==> src/hdl/bqe_pkg.sv <==
`timescale 1ns / 1ps
package bqe_pkg;
  localparam int MAX_BANDS_DEF = 8;
  localparam int MAX_CHANNELS_DEF = 8;
  localparam int NUM_COEF = 5;

  typedef enum logic [1:0] {
    OP_FILTER = 2'd0,
    OP_COEF   = 2'd1,
    OP_CLEAR  = 2'd2,
    OP_NONE   = 2'd3
  } op_t;

  localparam logic [2:0] SEL_B0 = 3'd0;
  localparam logic [2:0] SEL_B1 = 3'd1;
  localparam logic [2:0] SEL_B2 = 3'd2;
  localparam logic [2:0] SEL_A1 = 3'd3;
  localparam logic [2:0] SEL_A2 = 3'd4;

  typedef enum logic [3:0] {
    ST_INIT, ST_IDLE, ST_CLEAR, ST_BAND, ST_RD, ST_MUL, ST_ACC, ST_SAT, ST_WB, ST_OUT
  } state_t;

  // Controller to datapath.
  typedef struct packed {
    logic load;       // capture input item
    logic clr_acc;    // zero accumulator, start band
    logic rd;         // issue reads for current tap
    logic mul;        // register product
    logic acc;        // accumulate product
    logic sat;        // round and saturate band output
    logic wb;         // write back history
    logic clr_wr;     // write zeros at clear address
    logic clr_coef;   // write a zero coefficient at clear address
    logic out_load;   // load output register
    logic bypass;     // output passes sample unchanged
  } ctl_t;
endpackage

==> src/hdl/bqe_controller.sv <==
`timescale 1ns / 1ps
module bqe_controller #(
  parameter int MAX_BANDS = bqe_pkg::MAX_BANDS_DEF,
  parameter int MAX_CHANNELS = bqe_pkg::MAX_CHANNELS_DEF,
  localparam int BW = (MAX_BANDS > 1) ? $clog2(MAX_BANDS) : 1,
  localparam int HD = MAX_CHANNELS * MAX_BANDS,
  localparam int KD = MAX_BANDS * 5,
  localparam int CLD = (HD > KD) ? HD : KD,
  localparam int CLW = $clog2(CLD)
) (
  input  logic clk,
  input  logic rst,
  input  logic in_valid,
  output logic in_stall,
  input  logic [1:0] operation,
  input  logic [2:0] channel,
  input  logic [2:0] band,
  input  logic [2:0] coef_select,
  input  logic [3:0] active_bands,
  output logic out_valid,
  input  logic out_stall,
  output bqe_pkg::ctl_t ctl,
  output logic coef_we,
  output logic [2:0] tap,
  output logic [BW-1:0] band_idx,
  output logic [CLW-1:0] clr_addr
);
  import bqe_pkg::*;

  state_t state, state_next;
  logic [2:0] tap_next;
  logic [BW-1:0] band_idx_next;
  logic [CLW-1:0] clr_addr_next;
  logic [5:0] nb, nb_next;
  logic out_valid_next;
  logic accept;
  logic [5:0] ab_lim;

  assign ab_lim = (32'(active_bands) > MAX_BANDS) ? 6'(MAX_BANDS) : 6'(active_bands);
  assign accept = in_valid && !in_stall;
  assign coef_we = accept && operation == OP_COEF &&
                   32'(band) < MAX_BANDS && coef_select <= SEL_A2;

  always_ff @(posedge clk) begin
    if (rst) begin
      state <= ST_INIT;
      out_valid <= 1'b0;
      tap <= '0;
      band_idx <= '0;
      clr_addr <= '0;
      nb <= '0;
    end else begin
      state <= state_next;
      out_valid <= out_valid_next;
      tap <= tap_next;
      band_idx <= band_idx_next;
      clr_addr <= clr_addr_next;
      nb <= nb_next;
    end
  end

  always_comb begin
    state_next = state;
    tap_next = tap;
    band_idx_next = band_idx;
    clr_addr_next = clr_addr;
    nb_next = nb;
    out_valid_next = out_valid && out_stall;
    ctl = '0;
    in_stall = 1'b1;
    case (state)
      ST_INIT: begin
        // Zero history and coefficients once after reset.
        ctl.clr_wr = (32'(clr_addr) < HD);
        ctl.clr_coef = (32'(clr_addr) < KD);
        clr_addr_next = clr_addr + 1'b1;
        if (32'(clr_addr) == CLD - 1) state_next = ST_IDLE;
      end
      ST_IDLE: begin
        in_stall = out_valid;
        if (accept) begin
          ctl.load = 1'b1;
          case (operation)
            OP_FILTER: begin
              band_idx_next = '0;
              if (ab_lim == 6'd0 || 32'(channel) >= MAX_CHANNELS) begin
                nb_next = '0;
                state_next = ST_OUT;
              end else begin
                nb_next = ab_lim;
                state_next = ST_BAND;
              end
            end
            OP_CLEAR: begin
              clr_addr_next = '0;
              state_next = ST_CLEAR;
            end
            default: state_next = ST_IDLE;
          endcase
        end
      end
      ST_CLEAR: begin
        ctl.clr_wr = 1'b1;
        clr_addr_next = clr_addr + 1'b1;
        if (32'(clr_addr) == HD - 1) state_next = ST_IDLE;
      end
      ST_BAND: begin
        ctl.clr_acc = 1'b1;
        tap_next = SEL_B0;
        state_next = ST_RD;
      end
      ST_RD: begin
        ctl.rd = 1'b1;
        state_next = ST_MUL;
      end
      ST_MUL: begin
        ctl.mul = 1'b1;
        state_next = ST_ACC;
      end
      ST_ACC: begin
        ctl.acc = 1'b1;
        if (tap == SEL_A2) begin
          state_next = ST_SAT;
        end else begin
          tap_next = tap + 3'd1;
          state_next = ST_RD;
        end
      end
      ST_SAT: begin
        ctl.sat = 1'b1;
        state_next = ST_WB;
      end
      ST_WB: begin
        ctl.wb = 1'b1;
        if (6'(band_idx) + 6'd1 >= nb) begin
          state_next = ST_OUT;
        end else begin
          band_idx_next = band_idx + 1'b1;
          state_next = ST_BAND;
        end
      end
      ST_OUT: begin
        if (!out_valid) begin
          ctl.out_load = 1'b1;
          ctl.bypass = (nb == 6'd0);
          out_valid_next = 1'b1;
          state_next = ST_IDLE;
        end
      end
      default: state_next = ST_IDLE;
    endcase
  end
endmodule

==> config.mk <==
export PLATFORM = sky130hd
export DESIGN_NAME = bqe_controller
export DESIGN_NICKNAME = d
export VERILOG_FILES = /design/src/hdl/bqe_pkg.sv /design/src/hdl/bqe_controller.sv
export SDC_FILE = /design/constraint.sdc
export NUM_CORES = 1
export LEC_CHECK = 0
export BUFFER_PORTS_ARGS = -buffer_cell sky130_fd_sc_hd__buf_2
export CELL_PAD_IN_SITES_DETAIL_PLACEMENT = 0
export CELL_PAD_IN_SITES_GLOBAL_PLACEMENT = 1
export CORE_UTILIZATION = 36
export CTS_BUF_LIST = sky130_fd_sc_hd__clkbuf_8 sky130_fd_sc_hd__clkbuf_16
export DETAILED_ROUTE_END_ITERATION = 7
export PLACE_DENSITY = 0.85
export SLEW_MARGIN = 20
export SYNTH_ARGS = -nofsm -noshare
export SYNTH_HDL_FRONTEND = slang
export SYNTH_SLANG_ARGS = --single-unit
==> constraint.sdc <==
create_clock -name clk -period 2.4 [get_ports clk]
set_input_delay 0.48 -clock clk [delete_from_list [all_inputs] [get_ports clk]]
set_output_delay 0.48 -clock clk [all_outputs]
set_load 0.03 [all_outputs]
==> impl_metrics.xml, run 1 <==
<?xml version="1.0" encoding="UTF-8"?>
<metrics>
  <group name="routing">
    <metric name="drt_pass1_iterations" unit="">4</metric>
    <metric name="vias" unit="">1382</metric>
    <metric name="drt_first_iter_violations" unit="">46</metric>
    <metric name="routed_via_density" unit="">5.34</metric>
    <metric name="detail_route.wl_per_cell" unit="microns">12.5</metric>
    <metric name="detail_route.drc_violations" unit="">0</metric>
    <metric name="routed_wl" unit="mm">3.23</metric>
    <metric name="antenna_violating_nets_left" unit="">0</metric>
  </group>
  <group name="setup_path">
    <metric name="cp_data_required_time" unit="ns">1.92</metric>
    <metric name="crit_path_start" unit="">state[3]</metric>
    <metric name="critical_path_cell_count" unit="">3</metric>
    <metric name="arrival" unit="ns">1.82</metric>
    <metric name="reg2reg_setup_slack" unit="ns">0.38</metric>
    <metric name="worst_path_largest_cell_delay" unit="ns">0.68</metric>
    <metric name="critPathTopFamily" unit="">simple AND/OR/NAND/NOR gates</metric>
    <metric name="timing.rr.end" unit="">state[3]</metric>
    <metric name="critical_path.max_fanout" unit="">8</metric>
    <metric name="criticalPathCategory" unit="">flip-flop to output pin</metric>
    <metric name="cp-end-kind" unit="">output pin</metric>
    <metric name="cp-start-kind" unit="">flip-flop</metric>
    <metric name="critPathSlowestCell" unit="">sky130_fd_sc_hd__or4b_2</metric>
    <metric name="crit_end" unit="">ctl[4]</metric>
    <metric name="path_cells" unit="">or4b_2, inv_1, buf_2</metric>
    <metric name="critical_path.reg2reg.startpoint" unit="">band_idx[0]</metric>
    <metric name="r2r_cells" unit="">6</metric>
    <metric name="cp.buffers_inverters" unit="">2</metric>
  </group>
  <group name="synthesis">
    <metric name="yosys-mux-area-fraction" unit="">0.0146</metric>
    <metric name="synth.lib_cells_used.distinct" unit="">41</metric>
    <metric name="yosys.area_share.simple" unit="">0.327</metric>
    <metric name="synthesis.yosys.warnings" unit="">0</metric>
    <metric name="ys_ff_latch" unit="">21</metric>
    <metric name="synthesis.instances" unit="">169</metric>
    <metric name="synth_async_sr_flop_share" unit="">0</metric>
    <metric name="number_of_flops_mapped_to_enable_cells_by_yosys" unit="">0</metric>
    <metric name="syn_area" unit="sq mm">0.00137</metric>
    <metric name="syn_nets" unit="">196</metric>
    <metric name="synth-adder-area-share" unit="">0.0732</metric>
    <metric name="synth_area_in_xor_xnor" unit="">0.0192</metric>
    <metric name="synth-main-ff-cell" unit="">sky130_fd_sc_hd__dfxtp_1</metric>
    <metric name="yosysSeqAreaShare" unit="">0.307</metric>
    <metric name="synth-compound-area-share" unit="">0.210</metric>
    <metric name="synth_top_family_by_area" unit="">simple AND/OR/NAND/NOR gates</metric>
    <metric name="avgSynthCellArea" unit="sq um">8.09</metric>
  </group>
  <group name="timing">
    <metric name="setup_viol" unit="">0</metric>
    <metric name="max-slew-margin-rel" unit="">0.501</metric>
    <metric name="final_min_period_over_clock_period" unit="">0.957</metric>
    <metric name="fin_skew" unit="ns">0.00338</metric>
    <metric name="final.min_clock_period" unit="ns">2.30</metric>
    <metric name="timing_worst_slew_pin_value" unit="ns">0.746</metric>
    <metric name="clock.fmax" unit="GHz">0.435</metric>
    <metric name="slew_viol_final" unit="">0</metric>
    <metric name="timing.final.hold_violations" unit="">0</metric>
    <metric name="final_sum_of_negative_setup_slack" unit="ns">0</metric>
    <metric name="setup_repair_after_global_routing_missed_its_margin" unit="">no</metric>
  </group>
  <group name="global_routing">
    <metric name="grt.overflow.total" unit="">0</metric>
    <metric name="first_global_vias" unit="">1184</metric>
    <metric name="grt_start_max_net_pins" unit="">19</metric>
    <metric name="antenna_violations_before_repair" unit="">0</metric>
    <metric name="groute.usage.overall" unit="">0.165</metric>
    <metric name="grt_pass1_wl" unit="mm">5.38</metric>
  </group>
  <group name="pwr">
    <metric name="cellPowerDensity" unit="mW/mm^2">383</metric>
    <metric name="total_leakage_power" unit="nW">0.714</metric>
    <metric name="ir_worst_vdd" unit="V">0.000325</metric>
    <metric name="totalPowerFinal" unit="W">0.000644</metric>
  </group>
  <group name="placement">
    <metric name="place_hpwl" unit="mm">2.45</metric>
    <metric name="placer_s_final_routability_congestion_estimate" unit="">0.748</metric>
    <metric name="port_buffers" unit="">38</metric>
  </group>
  <group name="die">
    <metric name="dieWidth" unit="microns">63.6</metric>
    <metric name="core.rowCount" unit="">22</metric>
    <metric name="io-pin-count" unit="">45</metric>
    <metric name="initial_cell_density_of_the_core" unit="">0.374</metric>
    <metric name="core_area" unit="sq mm">0.00366</metric>
    <metric name="die-area" unit="sq mm">0.00405</metric>
    <metric name="vertical_die_dimension" unit="microns">63.6</metric>
  </group>
  <group name="cts">
    <metric name="cts_setup_buffers" unit="">0</metric>
    <metric name="clk_transition_reported_paths" unit="ns">0.08</metric>
    <metric name="clk-insertion-delay-late" unit="ns">0.26</metric>
    <metric name="clock_sinks" unit="">21</metric>
    <metric name="h_tree_depth" unit="">1</metric>
    <metric name="cts_root_buf" unit="">sky130_fd_sc_hd__clkbuf_8</metric>
    <metric name="ctsResizeCount" unit="">0</metric>
    <metric name="postCtsHoldBufs" unit="">0</metric>
    <metric name="cts_buffer_depth" unit="">2</metric>
    <metric name="cts_inserted_buffers" unit="">3</metric>
    <metric name="clock_tree_from_tritoncts" unit="">yes</metric>
  </group>
  <group name="final_layout">
    <metric name="nets" unit="">239</metric>
    <metric name="share_of_final_layout_standard_cells_stronger_than_drive_strength_1" unit="">0.242</metric>
    <metric name="synthToLayoutAreaGrowth" unit="%">23.1</metric>
    <metric name="antenna_diode_count" unit="">0</metric>
  </group>
  <group name="job">
    <metric name="timing.max_cap.violations" unit="">0</metric>
  </group>
  <group name="run_status">
    <metric name="outcome" unit="">complete, no violations</metric>
  </group>
  <group name="hold_path">
    <metric name="timing.hold.worst_path_depth" unit="">3</metric>
    <metric name="worst_hold_path_type" unit="">input port to flip-flop</metric>
  </group>
</metrics>
[state kept, by name, summed over array words and instances, names as in the netlist]
| register | cells |
|---|---|
| nb | 4 |
| state | 4 |
| tap | 3 |
| band_idx | 3 |
| out_valid | 1 |
| clr_addr | 6 |
[final cells by class]
type / instances / area (sq um)
Clock buffer: 3 / 41.3
Clock inverter: 1 / 3.75
Fill cell: 369 / 1980
Inverter: 11 / 41.3
Multi-Input combinational cell: 131 / 881
Sequential cell: 21 / 420
Tap cell: 48 / 60.1
Timing Repair Buffer: 44 / 235
[cell usage after synthesis (2+ instances only)]
master                      instances  area (sq um)
sky130_fd_sc_hd__dfxtp_1           21           420
sky130_fd_sc_hd__a21oi_1           14          70.1
sky130_fd_sc_hd__nor2_1            14          52.6
sky130_fd_sc_hd__inv_1             11          41.3
sky130_fd_sc_hd__o21ai_0           11          55.1
sky130_fd_sc_hd__nand2_1            9          33.8
sky130_fd_sc_hd__ha_1               8           100
sky130_fd_sc_hd__nand2b_1           7          43.8
sky130_fd_sc_hd__nand3_1            7          35.0
sky130_fd_sc_hd__or3_1              7          43.8
sky130_fd_sc_hd__a31oi_1            4          25.0
sky130_fd_sc_hd__clkbuf_1           4          15.0
sky130_fd_sc_hd__nor3b_1            4          30.0
sky130_fd_sc_hd__a21o_1             3          22.5
sky130_fd_sc_hd__and3_1             3          18.8
sky130_fd_sc_hd__nand4b_1           3          26.3
sky130_fd_sc_hd__nor3_1             3          15.0
sky130_fd_sc_hd__nor4b_1            3          26.3
sky130_fd_sc_hd__o21a_1             3          22.5
sky130_fd_sc_hd__a2111oi_0          2          17.5
sky130_fd_sc_hd__a311oi_1           2          17.5
sky130_fd_sc_hd__buf_2              2          10.0
sky130_fd_sc_hd__mux2i_1            2          20.0
sky130_fd_sc_hd__o211ai_1           2          15.0
sky130_fd_sc_hd__o31ai_1            2          15.0
sky130_fd_sc_hd__or4_1              2          15.0
sky130_fd_sc_hd__xor2_1             2          17.5
[where the power goes]
group           total, W  leakage [nW]  switching (W)  internal, W
clock           0.000235        0.0269       0.000121     0.000114
combinational  0.0000509         0.517      0.0000326    0.0000183
sequential      0.000358         0.170     0.00000555     0.000352
total           0.000644         0.714       0.000159     0.000485
[cells by family after synthesis]
family	after synthesis
AND/OR/NAND/NOR	72
AO/OA/AOI/OAI	46
flip-flops	21
buffers and inverters	17
adder cells (fa/ha/maj)	8
XOR/XNOR	3
multiplexers	2
[worst reg2reg max path, stage by stage, from the launching register on]
cell and delay [ns]:
sky130_fd_sc_hd__dfxtp_1 0.41, sky130_fd_sc_hd__ha_1 0.27, sky130_fd_sc_hd__ha_1 0.27, sky130_fd_sc_hd__o211ai_1 0.23, sky130_fd_sc_hd__o21ai_0 0.19, sky130_fd_sc_hd__a2111oi_0 0.43, sky130_fd_sc_hd__nor2_1 0.09
[stage by stage]
stage               cell area (sq um)   util  setup slack (ns)  hold WS [ns]  instances
finish                           1680  0.460             0.104         0.462        259
global route                     1680  0.460           0.00417         0.472        259
CTS                              1680  0.460             0.112         0.461        259
detailed placement               1640  0.447             0.389         0.496        255
global placement                 1640  0.447             0.375         0.484        255
floorplan                        1370      -            0.0733         0.458        169
[layout by cell type, fill, tap and decap left out, drive strengths merged, types with 2 or more instances in the layout]
cell type,instances
dfxtp,21
nand2b,7
o31ai,2
nand4b,3
xor2,2
o211ai,2
nor4,2
mux2i,2
nand2,9
or3,7
nor3b,4
nand3,7
and3,3
a311oi,2
ha,8
buf,44
a21o,3
or4b,2
o21ai,11
inv,12
nor3,3
clkbuf,3
a31oi,4
a21oi,14
nor2,14
nor4b,3
or4,2
a2111oi,2
o21a,3
[how the worst min path moves through the flow]
stage | startpoint | end | slack [ns]
floorplan | nb[0] | nb[0] | 0.46
global placement | nb[0] | nb[0] | 0.48
detailed placement | nb[0] | nb[0] | 0.50
CTS | out_stall | out_valid | 0.46
global route | out_stall | out_valid | 0.47
finish | out_stall | out_valid | 0.46
[layer usage]
layer  global-route usage  routed length [microns]  vias up
met5                    0                        0        -
met4               0.0341                       18        0
met3               0.0344                      167        4
met2                0.263                     1430       35
met1                0.227                     1620      630
li1                     -                        -      713
(Power assumes the default switching activity.)
==> inputs of run 2 (changes only) <==
--- a/config.mk
+++ b/config.mk
@@ -8,10 +8,10 @@
 export BUFFER_PORTS_ARGS = -buffer_cell sky130_fd_sc_hd__buf_2
 export CELL_PAD_IN_SITES_DETAIL_PLACEMENT = 0
 export CELL_PAD_IN_SITES_GLOBAL_PLACEMENT = 1
-export CORE_UTILIZATION = 36
+export CORE_UTILIZATION = 38
 export CTS_BUF_LIST = sky130_fd_sc_hd__clkbuf_8 sky130_fd_sc_hd__clkbuf_16
 export DETAILED_ROUTE_END_ITERATION = 7
-export PLACE_DENSITY = 0.85
+export PLACE_DENSITY = 0.89
 export SLEW_MARGIN = 20
 export SYNTH_ARGS = -nofsm -noshare
 export SYNTH_HDL_FRONTEND = slang
==> constraint.sdc (replaced) <==
create_clock -name clk -period 3 [get_ports clk]
set_input_delay 0.6 -clock clk [delete_from_list [all_inputs] [get_ports clk]]
set_output_delay 0.6 -clock clk [all_outputs]
set_load 0.03 [all_outputs]
==> impl_metrics.xml, run 2 (synthesis gave the netlist of run 1 again) <==
<?xml version="1.0" encoding="UTF-8"?>
<metrics>
  <group name="run_status">
    <metric name="outcome" unit="">complete, no violations</metric>
  </group>
  <group name="die">
    <metric name="vertical_die_dimension" unit="microns">62.0</metric>
    <metric name="core_area" unit="sq mm">0.00339</metric>
    <metric name="dieWidth" unit="microns">62.0</metric>
    <metric name="core.rowCount" unit="">21</metric>
    <metric name="initial_cell_density_of_the_core" unit="">0.403</metric>
    <metric name="io-pin-count" unit="">45</metric>
    <metric name="die-area" unit="sq mm">0.00384</metric>
  </group>
  <group name="setup_path">
    <metric name="cp-end-kind" unit="">output pin</metric>
    <metric name="cp.buffers_inverters" unit="">1</metric>
    <metric name="reg2reg_setup_slack" unit="ns">0.97</metric>
    <metric name="critical_path.max_fanout" unit="">14</metric>
    <metric name="r2r_cells" unit="">7</metric>
    <metric name="path_cells" unit="">or4b_4, nor2_1, and4b_1, buf_2</metric>
    <metric name="arrival" unit="ns">1.98</metric>
    <metric name="cp-start-kind" unit="">flip-flop</metric>
    <metric name="cp_data_required_time" unit="ns">2.40</metric>
    <metric name="criticalPathCategory" unit="">flip-flop to output pin</metric>
    <metric name="critical_path.reg2reg.startpoint" unit="">band_idx[0]</metric>
    <metric name="timing.rr.end" unit="">band_idx[0]</metric>
    <metric name="critical_path_cell_count" unit="">4</metric>
    <metric name="critPathTopFamily" unit="">simple AND/OR/NAND/NOR gates</metric>
    <metric name="critPathSlowestCell" unit="">sky130_fd_sc_hd__or4b_4</metric>
    <metric name="worst_path_largest_cell_delay" unit="ns">0.56</metric>
  </group>
  <group name="placement">
    <metric name="dp.cells" unit="">247</metric>
    <metric name="placer_s_final_routability_congestion_estimate" unit="">0.754</metric>
    <metric name="port_buffers" unit="">38</metric>
    <metric name="place_hpwl" unit="mm">2.38</metric>
  </group>
  <group name="cts">
    <metric name="cts_buffer_depth" unit="">2</metric>
    <metric name="clock_sinks" unit="">21</metric>
    <metric name="postCtsHoldBufs" unit="">0</metric>
    <metric name="cts_inserted_buffers" unit="">3</metric>
    <metric name="h_tree_depth" unit="">1</metric>
    <metric name="cts_setup_buffers" unit="">0</metric>
    <metric name="clk-insertion-delay-late" unit="ns">0.26</metric>
    <metric name="clock_tree_from_tritoncts" unit="">yes</metric>
    <metric name="cts_root_buf" unit="">sky130_fd_sc_hd__clkbuf_8</metric>
    <metric name="ctsResizeCount" unit="">0</metric>
    <metric name="clk_transition_reported_paths" unit="ns">0.08</metric>
  </group>
  <group name="timing">
    <metric name="fin_skew" unit="ns">0.00261</metric>
    <metric name="max-slew-margin-rel" unit="">0.542</metric>
    <metric name="final.min_clock_period" unit="ns">2.58</metric>
    <metric name="timing_worst_slew_pin_value" unit="ns">0.683</metric>
    <metric name="clock.fmax" unit="GHz">0.388</metric>
    <metric name="final_min_period_over_clock_period" unit="">0.860</metric>
    <metric name="timing.final.hold_violations" unit="">0</metric>
    <metric name="setup_viol" unit="">0</metric>
    <metric name="final_sum_of_negative_setup_slack" unit="ns">0</metric>
    <metric name="slew_viol_final" unit="">0</metric>
    <metric name="setup_repair_after_global_routing_missed_its_margin" unit="">no</metric>
  </group>
  <group name="hold_path">
    <metric name="worst_hold_path_type" unit="">flip-flop to flip-flop</metric>
    <metric name="timing.hold.worst_path_depth" unit="">2</metric>
    <metric name="timing.hold.worst_endpoint" unit="">nb[1]</metric>
    <metric name="hold_path_startpoint" unit="">nb[1]</metric>
  </group>
  <group name="pwr">
    <metric name="total_leakage_power" unit="nW">0.681</metric>
    <metric name="p_clk_frac" unit="">0.362</metric>
    <metric name="share_comb_of_total_power" unit="">0.080</metric>
    <metric name="cellPowerDensity" unit="mW/mm^2">314</metric>
    <metric name="ir_worst_vdd" unit="V">0.000285</metric>
    <metric name="p_switching" unit="W">0.000126</metric>
    <metric name="pwr-share-seq" unit="">0.557</metric>
    <metric name="power_report.internal_total" unit="W">0.000388</metric>
    <metric name="swShare" unit="">0.245</metric>
  </group>
  <group name="routing">
    <metric name="routed_wl" unit="mm">3.17</metric>
    <metric name="detail_route.wl_per_cell" unit="microns">12.6</metric>
    <metric name="antenna_violating_nets_left" unit="">0</metric>
    <metric name="vias" unit="">1344</metric>
    <metric name="drt_first_iter_violations" unit="">61</metric>
    <metric name="drt_pass1_iterations" unit="">4</metric>
    <metric name="detail_route.drc_violations" unit="">0</metric>
    <metric name="routed_via_density" unit="">5.35</metric>
  </group>
  <group name="global_routing">
    <metric name="grt_pass1_wl" unit="mm">4.99</metric>
    <metric name="grt_start_max_net_pins" unit="">19</metric>
    <metric name="first_global_vias" unit="">1115</metric>
    <metric name="grt.overflow.total" unit="">0</metric>
    <metric name="antenna_violations_before_repair" unit="">0</metric>
    <metric name="groute.usage.overall" unit="">0.178</metric>
  </group>
  <group name="final_layout">
    <metric name="max_flop_register" unit="">clr_addr</metric>
    <metric name="stdcell_count" unit="">251</metric>
    <metric name="synthToLayoutAreaGrowth" unit="%">19.6</metric>
    <metric name="ff_latch_area" unit="sq um">420</metric>
    <metric name="reg_top3" unit="">clr_addr (6), nb (4), state (4)</metric>
    <metric name="final_core_utilization" unit="">0.482</metric>
    <metric name="layout.filler_cells" unit="">360</metric>
    <metric name="share_of_final_layout_standard_cells_stronger_than_drive_strength_1" unit="">0.220</metric>
    <metric name="multi_input_comb_area" unit="sq um">881</metric>
    <metric name="antenna_diode_count" unit="">0</metric>
    <metric name="mostFrequentLayoutCells" unit="">sky130_fd_sc_hd__buf_2, sky130_fd_sc_hd__dfxtp_1, sky130_fd_sc_hd__nor2_1, sky130_fd_sc_hd__a21oi_1, sky130_fd_sc_hd__inv_1</metric>
    <metric name="final_common_cell" unit="">sky130_fd_sc_hd__buf_2</metric>
    <metric name="nets" unit="">233</metric>
    <metric name="largest_register_ffs" unit="">6</metric>
  </group>
  <group name="job">
    <metric name="timing.max_cap.violations" unit="">0</metric>
  </group>
</metrics>
[run 2: how the worst max path moves through the flow]
| stage | from | to | slack, ns |
|---|---|---|---|
| floorplan | state[1] | coef_we | 0.55 |
| global placement | state[0] | coef_we | 0.72 |
| detailed placement | state[0] | coef_we | 0.72 |
| CTS | state[0] | coef_we | 0.42 |
| global route | state[0] | coef_we | 0.29 |
| finish | state[0] | coef_we | 0.42 |
[run 2: layout make-up]
class | count | share of cell area
sequential | 21 | 0.257
inverter | 11 | 0.0252
timing repair buffer | 38 | 0.116
tap | 46 | 0.0352
clock inverter | 1 | 0.00230
multi-input combinational | 131 | 0.539
clock buffer | 3 | 0.0252
[run 2: per-layer routing]
layer | track usage | vias to the layer above | share of wire
met1 | 0.234 | 615 | 0.48
li1 | - | 700 | -
met3 | 0.0373 | 4 | 0.038
met4 | 0.0571 | 0 | 0.011
met2 | 0.290 | 25 | 0.47
met5 | 0 | - | 0
[run 2: worst min-delay path, stage by stage, from the launching register on]
cell and delay (ns):
sky130_fd_sc_hd__dfxtp_1 0.31, sky130_fd_sc_hd__inv_1 0.07, sky130_fd_sc_hd__o31ai_1 0.07
[run 2: power by group through the flow]
stage | combinational [W] | sequential, W | clock (W)
3_5_place_dp | 0.0000413 | 0.000293 | 0
2_1_floorplan | 0.0000162 | 0.000299 | 0
6_report | 0.0000412 | 0.000286 | 0.000186
4_1_cts | 0.0000416 | 0.000287 | 0.000193
3_3_place_gp | 0.0000408 | 0.000293 | 0
5_1_grt | 0.0000461 | 0.000287 | 0.000208
[run 2: per-stage QoR]
step	instance area, sq um	setup slack (ns)	total power (W)	hold WS (ns)
after floorplan	1370	0.553	0.000315	0.458
after global placement	1590	0.719	0.000334	0.488
after detailed placement	1590	0.721	0.000334	0.487
after CTS	1640	0.422	0.000521	0.503
after global routing	1640	0.290	0.000541	0.521
final	1640	0.419	0.000514	0.504
==> inputs of run 3 (changes only) <==
==> config.mk (replaced) <==
export PLATFORM = sky130hd
export DESIGN_NAME = bqe_controller
export DESIGN_NICKNAME = d
export VERILOG_FILES = /design/src/hdl/bqe_pkg.sv /design/src/hdl/bqe_controller.sv
export SDC_FILE = /design/constraint.sdc
export NUM_CORES = 1
export LEC_CHECK = 0
export BUFFER_PORTS_ARGS = -buffer_cell sky130_fd_sc_hd__clkbuf_2
export CELL_PAD_IN_SITES_DETAIL_PLACEMENT = 1
export CELL_PAD_IN_SITES_GLOBAL_PLACEMENT = 1
export CORE_UTILIZATION = 38
export CTS_BUF_LIST = sky130_fd_sc_hd__clkbuf_8 sky130_fd_sc_hd__clkbuf_16
export DETAILED_ROUTE_END_ITERATION = 7
export PLACE_DENSITY = 0.89
export SLEW_MARGIN = 5
export SYNTH_ARGS = -nofsm -noshare
export SYNTH_HDL_FRONTEND = slang
export SYNTH_SLANG_ARGS = --single-unit
==> impl_metrics.xml, run 3 (synthesis gave the netlist of run 1 again) <==
<?xml version="1.0" encoding="UTF-8"?>
<metrics>
  <group name="routing">
    <metric name="detail_route.wl_per_cell" unit="microns">15.0</metric>
    <metric name="routed_wl" unit="mm">3.76</metric>
    <metric name="routed_via_density" unit="">5.65</metric>
    <metric name="drt_first_iter_violations" unit="">53</metric>
    <metric name="vias" unit="">1418</metric>
    <metric name="drt_pass1_iterations" unit="">4</metric>
    <metric name="antenna_violating_nets_left" unit="">0</metric>
    <metric name="detail_route.drc_violations" unit="">0</metric>
  </group>
  <group name="setup_path">
    <metric name="cp-start-kind" unit="">flip-flop</metric>
    <metric name="critPathTopFamily" unit="">simple AND/OR/NAND/NOR gates</metric>
    <metric name="arrival" unit="ns">2.05</metric>
    <metric name="cp-end-kind" unit="">output pin</metric>
    <metric name="critPathSlowestCell" unit="">sky130_fd_sc_hd__dfxtp_1</metric>
    <metric name="cp.buffers_inverters" unit="">1</metric>
    <metric name="critical_path.max_fanout" unit="">14</metric>
    <metric name="path_cells" unit="">or4b_4, nor2_1, and4b_1, clkbuf_2</metric>
    <metric name="criticalPathCategory" unit="">flip-flop to output pin</metric>
    <metric name="cp_data_required_time" unit="ns">2.40</metric>
    <metric name="worst_path_largest_cell_delay" unit="ns">0.57</metric>
  </group>
  <group name="global_routing">
    <metric name="antenna_violations_before_repair" unit="">0</metric>
    <metric name="groute.usage.overall" unit="">0.211</metric>
    <metric name="first_global_vias" unit="">1297</metric>
    <metric name="grt_pass1_wl" unit="mm">5.96</metric>
    <metric name="grt.overflow.total" unit="">0</metric>
    <metric name="grt_start_max_net_pins" unit="">19</metric>
  </group>
  <group name="run_status">
    <metric name="outcome" unit="">complete, no violations</metric>
  </group>
  <group name="cts">
    <metric name="cts_buffer_depth" unit="">2</metric>
    <metric name="cts_inserted_buffers" unit="">3</metric>
    <metric name="clock_sinks" unit="">21</metric>
    <metric name="clk-insertion-delay-late" unit="ns">0.27</metric>
    <metric name="cts_root_buf" unit="">sky130_fd_sc_hd__clkbuf_8</metric>
    <metric name="h_tree_depth" unit="">1</metric>
    <metric name="ctsResizeCount" unit="">0</metric>
    <metric name="postCtsHoldBufs" unit="">0</metric>
    <metric name="cts_setup_buffers" unit="">0</metric>
    <metric name="clk_transition_reported_paths" unit="ns">0.08</metric>
    <metric name="clock_tree_from_tritoncts" unit="">yes</metric>
  </group>
  <group name="timing">
    <metric name="fin_hold_ws" unit="ns">0.499</metric>
    <metric name="setup_repair_after_global_routing_missed_its_margin" unit="">no</metric>
    <metric name="slew_viol_final" unit="">0</metric>
    <metric name="timing_worst_slew_pin_value" unit="ns">0.722</metric>
    <metric name="setup_viol" unit="">0</metric>
    <metric name="clock.fmax" unit="GHz">0.377</metric>
    <metric name="timing.final.hold_violations" unit="">0</metric>
    <metric name="layout_setup_ws" unit="ns">0.350</metric>
    <metric name="fin_skew" unit="ns">0.00185</metric>
    <metric name="final_sum_of_negative_setup_slack" unit="ns">0</metric>
    <metric name="final.min_clock_period" unit="ns">2.65</metric>
    <metric name="final_min_period_over_clock_period" unit="">0.883</metric>
    <metric name="max-slew-margin-rel" unit="">0.516</metric>
  </group>
  <group name="die">
    <metric name="core.rowCount" unit="">21</metric>
    <metric name="die-area" unit="sq mm">0.00384</metric>
    <metric name="core_area" unit="sq mm">0.00339</metric>
    <metric name="io-pin-count" unit="">45</metric>
    <metric name="vertical_die_dimension" unit="microns">62.0</metric>
    <metric name="dieWidth" unit="microns">62.0</metric>
    <metric name="initial_cell_density_of_the_core" unit="">0.403</metric>
  </group>
  <group name="final_layout">
    <metric name="share_of_final_layout_standard_cells_stronger_than_drive_strength_1" unit="">0.220</metric>
    <metric name="max_flop_register" unit="">clr_addr</metric>
    <metric name="final_common_cell" unit="">sky130_fd_sc_hd__clkbuf_2</metric>
    <metric name="nets" unit="">233</metric>
    <metric name="final_core_utilization" unit="">0.482</metric>
    <metric name="antenna_diode_count" unit="">0</metric>
    <metric name="reg_top3" unit="">clr_addr (6), nb (4), state (4)</metric>
    <metric name="mostFrequentLayoutCells" unit="">sky130_fd_sc_hd__clkbuf_2, sky130_fd_sc_hd__dfxtp_1, sky130_fd_sc_hd__nor2_1, sky130_fd_sc_hd__a21oi_1, sky130_fd_sc_hd__inv_1</metric>
    <metric name="synthToLayoutAreaGrowth" unit="%">19.6</metric>
    <metric name="layout.filler_cells" unit="">449</metric>
    <metric name="largest_register_ffs" unit="">6</metric>
  </group>
  <group name="pwr">
    <metric name="cellPowerDensity" unit="mW/mm^2">319</metric>
    <metric name="total_leakage_power" unit="nW">0.667</metric>
    <metric name="ir_worst_vdd" unit="V">0.000155</metric>
  </group>
  <group name="placement">
    <metric name="detailedPlace.worstSlack" unit="ns">0.698</metric>
    <metric name="port_buffers" unit="">38</metric>
    <metric name="placer_s_final_routability_congestion_estimate" unit="">0.748</metric>
    <metric name="place_hpwl" unit="mm">2.81</metric>
  </group>
  <group name="job">
    <metric name="timing.max_cap.violations" unit="">0</metric>
  </group>
  <group name="hold_path">
    <metric name="worst_hold_path_type" unit="">flip-flop to flip-flop</metric>
  </group>
</metrics>
==> run 3: cell types whose count changed in the layout (fill, tap and decap cells not counted), sizes merged <==
cell and change:
buf -38, clkbuf +38
==> run 3: worst reg2reg max path: stages, from the launching register on <==
cell and delay [ns]:
sky130_fd_sc_hd__dfxtp_1 0.44, sky130_fd_sc_hd__ha_1 0.25, sky130_fd_sc_hd__xor2_1 0.18, sky130_fd_sc_hd__ha_1 0.25
sky130_fd_sc_hd__o211ai_1 0.11, sky130_fd_sc_hd__o21ai_0 0.19, sky130_fd_sc_hd__a2111oi_0 0.45, sky130_fd_sc_hd__nor2_1 0.09
==> run 3: path summary, 6_finish.rpt <==
check / from / to / slack [ns] / depth (start not counted)
max: state[0] / coef_we / 0.35 / 4
min: nb[2] / nb[2] / 0.50 / 2
max reg2reg: band_idx[0] / state[3] / 0.93 / 7
min reg2reg: nb[2] / nb[2] / 0.50 / 2
==> run 3: through the flow <==
stage          total power [W]  cells  area (sq um)
5_1_grt               0.000549    251          1640
6_report              0.000522    251          1640
3_5_place_dp          0.000335    247          1590
2_1_floorplan         0.000315    169          1370
3_3_place_gp          0.000334    247          1590
4_1_cts               0.000523    251          1640
==> run 3: routing by layer <==
metal | wire length, microns | track usage | share of wire | vias to the layer above
li1 | - | - | - | 700
met1 | 1710 | 0.256 | 0.46 | 690
met2 | 1900 | 0.383 | 0.50 | 23
met3 | 105 | 0.0269 | 0.028 | 5
met4 | 41 | 0.0667 | 0.011 | 0
met5 | 0 | 0 | 0 | -
==> run 3: power by group <==
part / switching [W] / total, W / internal [W] / leakage, nW
logic: 0.0000275 / 0.0000421 / 0.0000146 / 0.471
registers: 0.00000471 / 0.000287 / 0.000282 / 0.170
clock network: 0.000101 / 0.000193 / 0.0000916 / 0.0269
total: 0.000134 / 0.000522 / 0.000388 / 0.667
==> run 3: final cells by class <==
| cell class | count | area (sq um) | area share |
|---|---|---|---|
| multi-input combinational | 131 | 881 | 0.539 |
| sequential | 21 | 420 | 0.257 |
| timing repair buffer | 38 | 190 | 0.116 |
| tap | 46 | 57.6 | 0.0352 |
| clock buffer | 3 | 41.3 | 0.0252 |
| inverter | 11 | 41.3 | 0.0252 |
| clock inverter | 1 | 3.75 | 0.00230 |
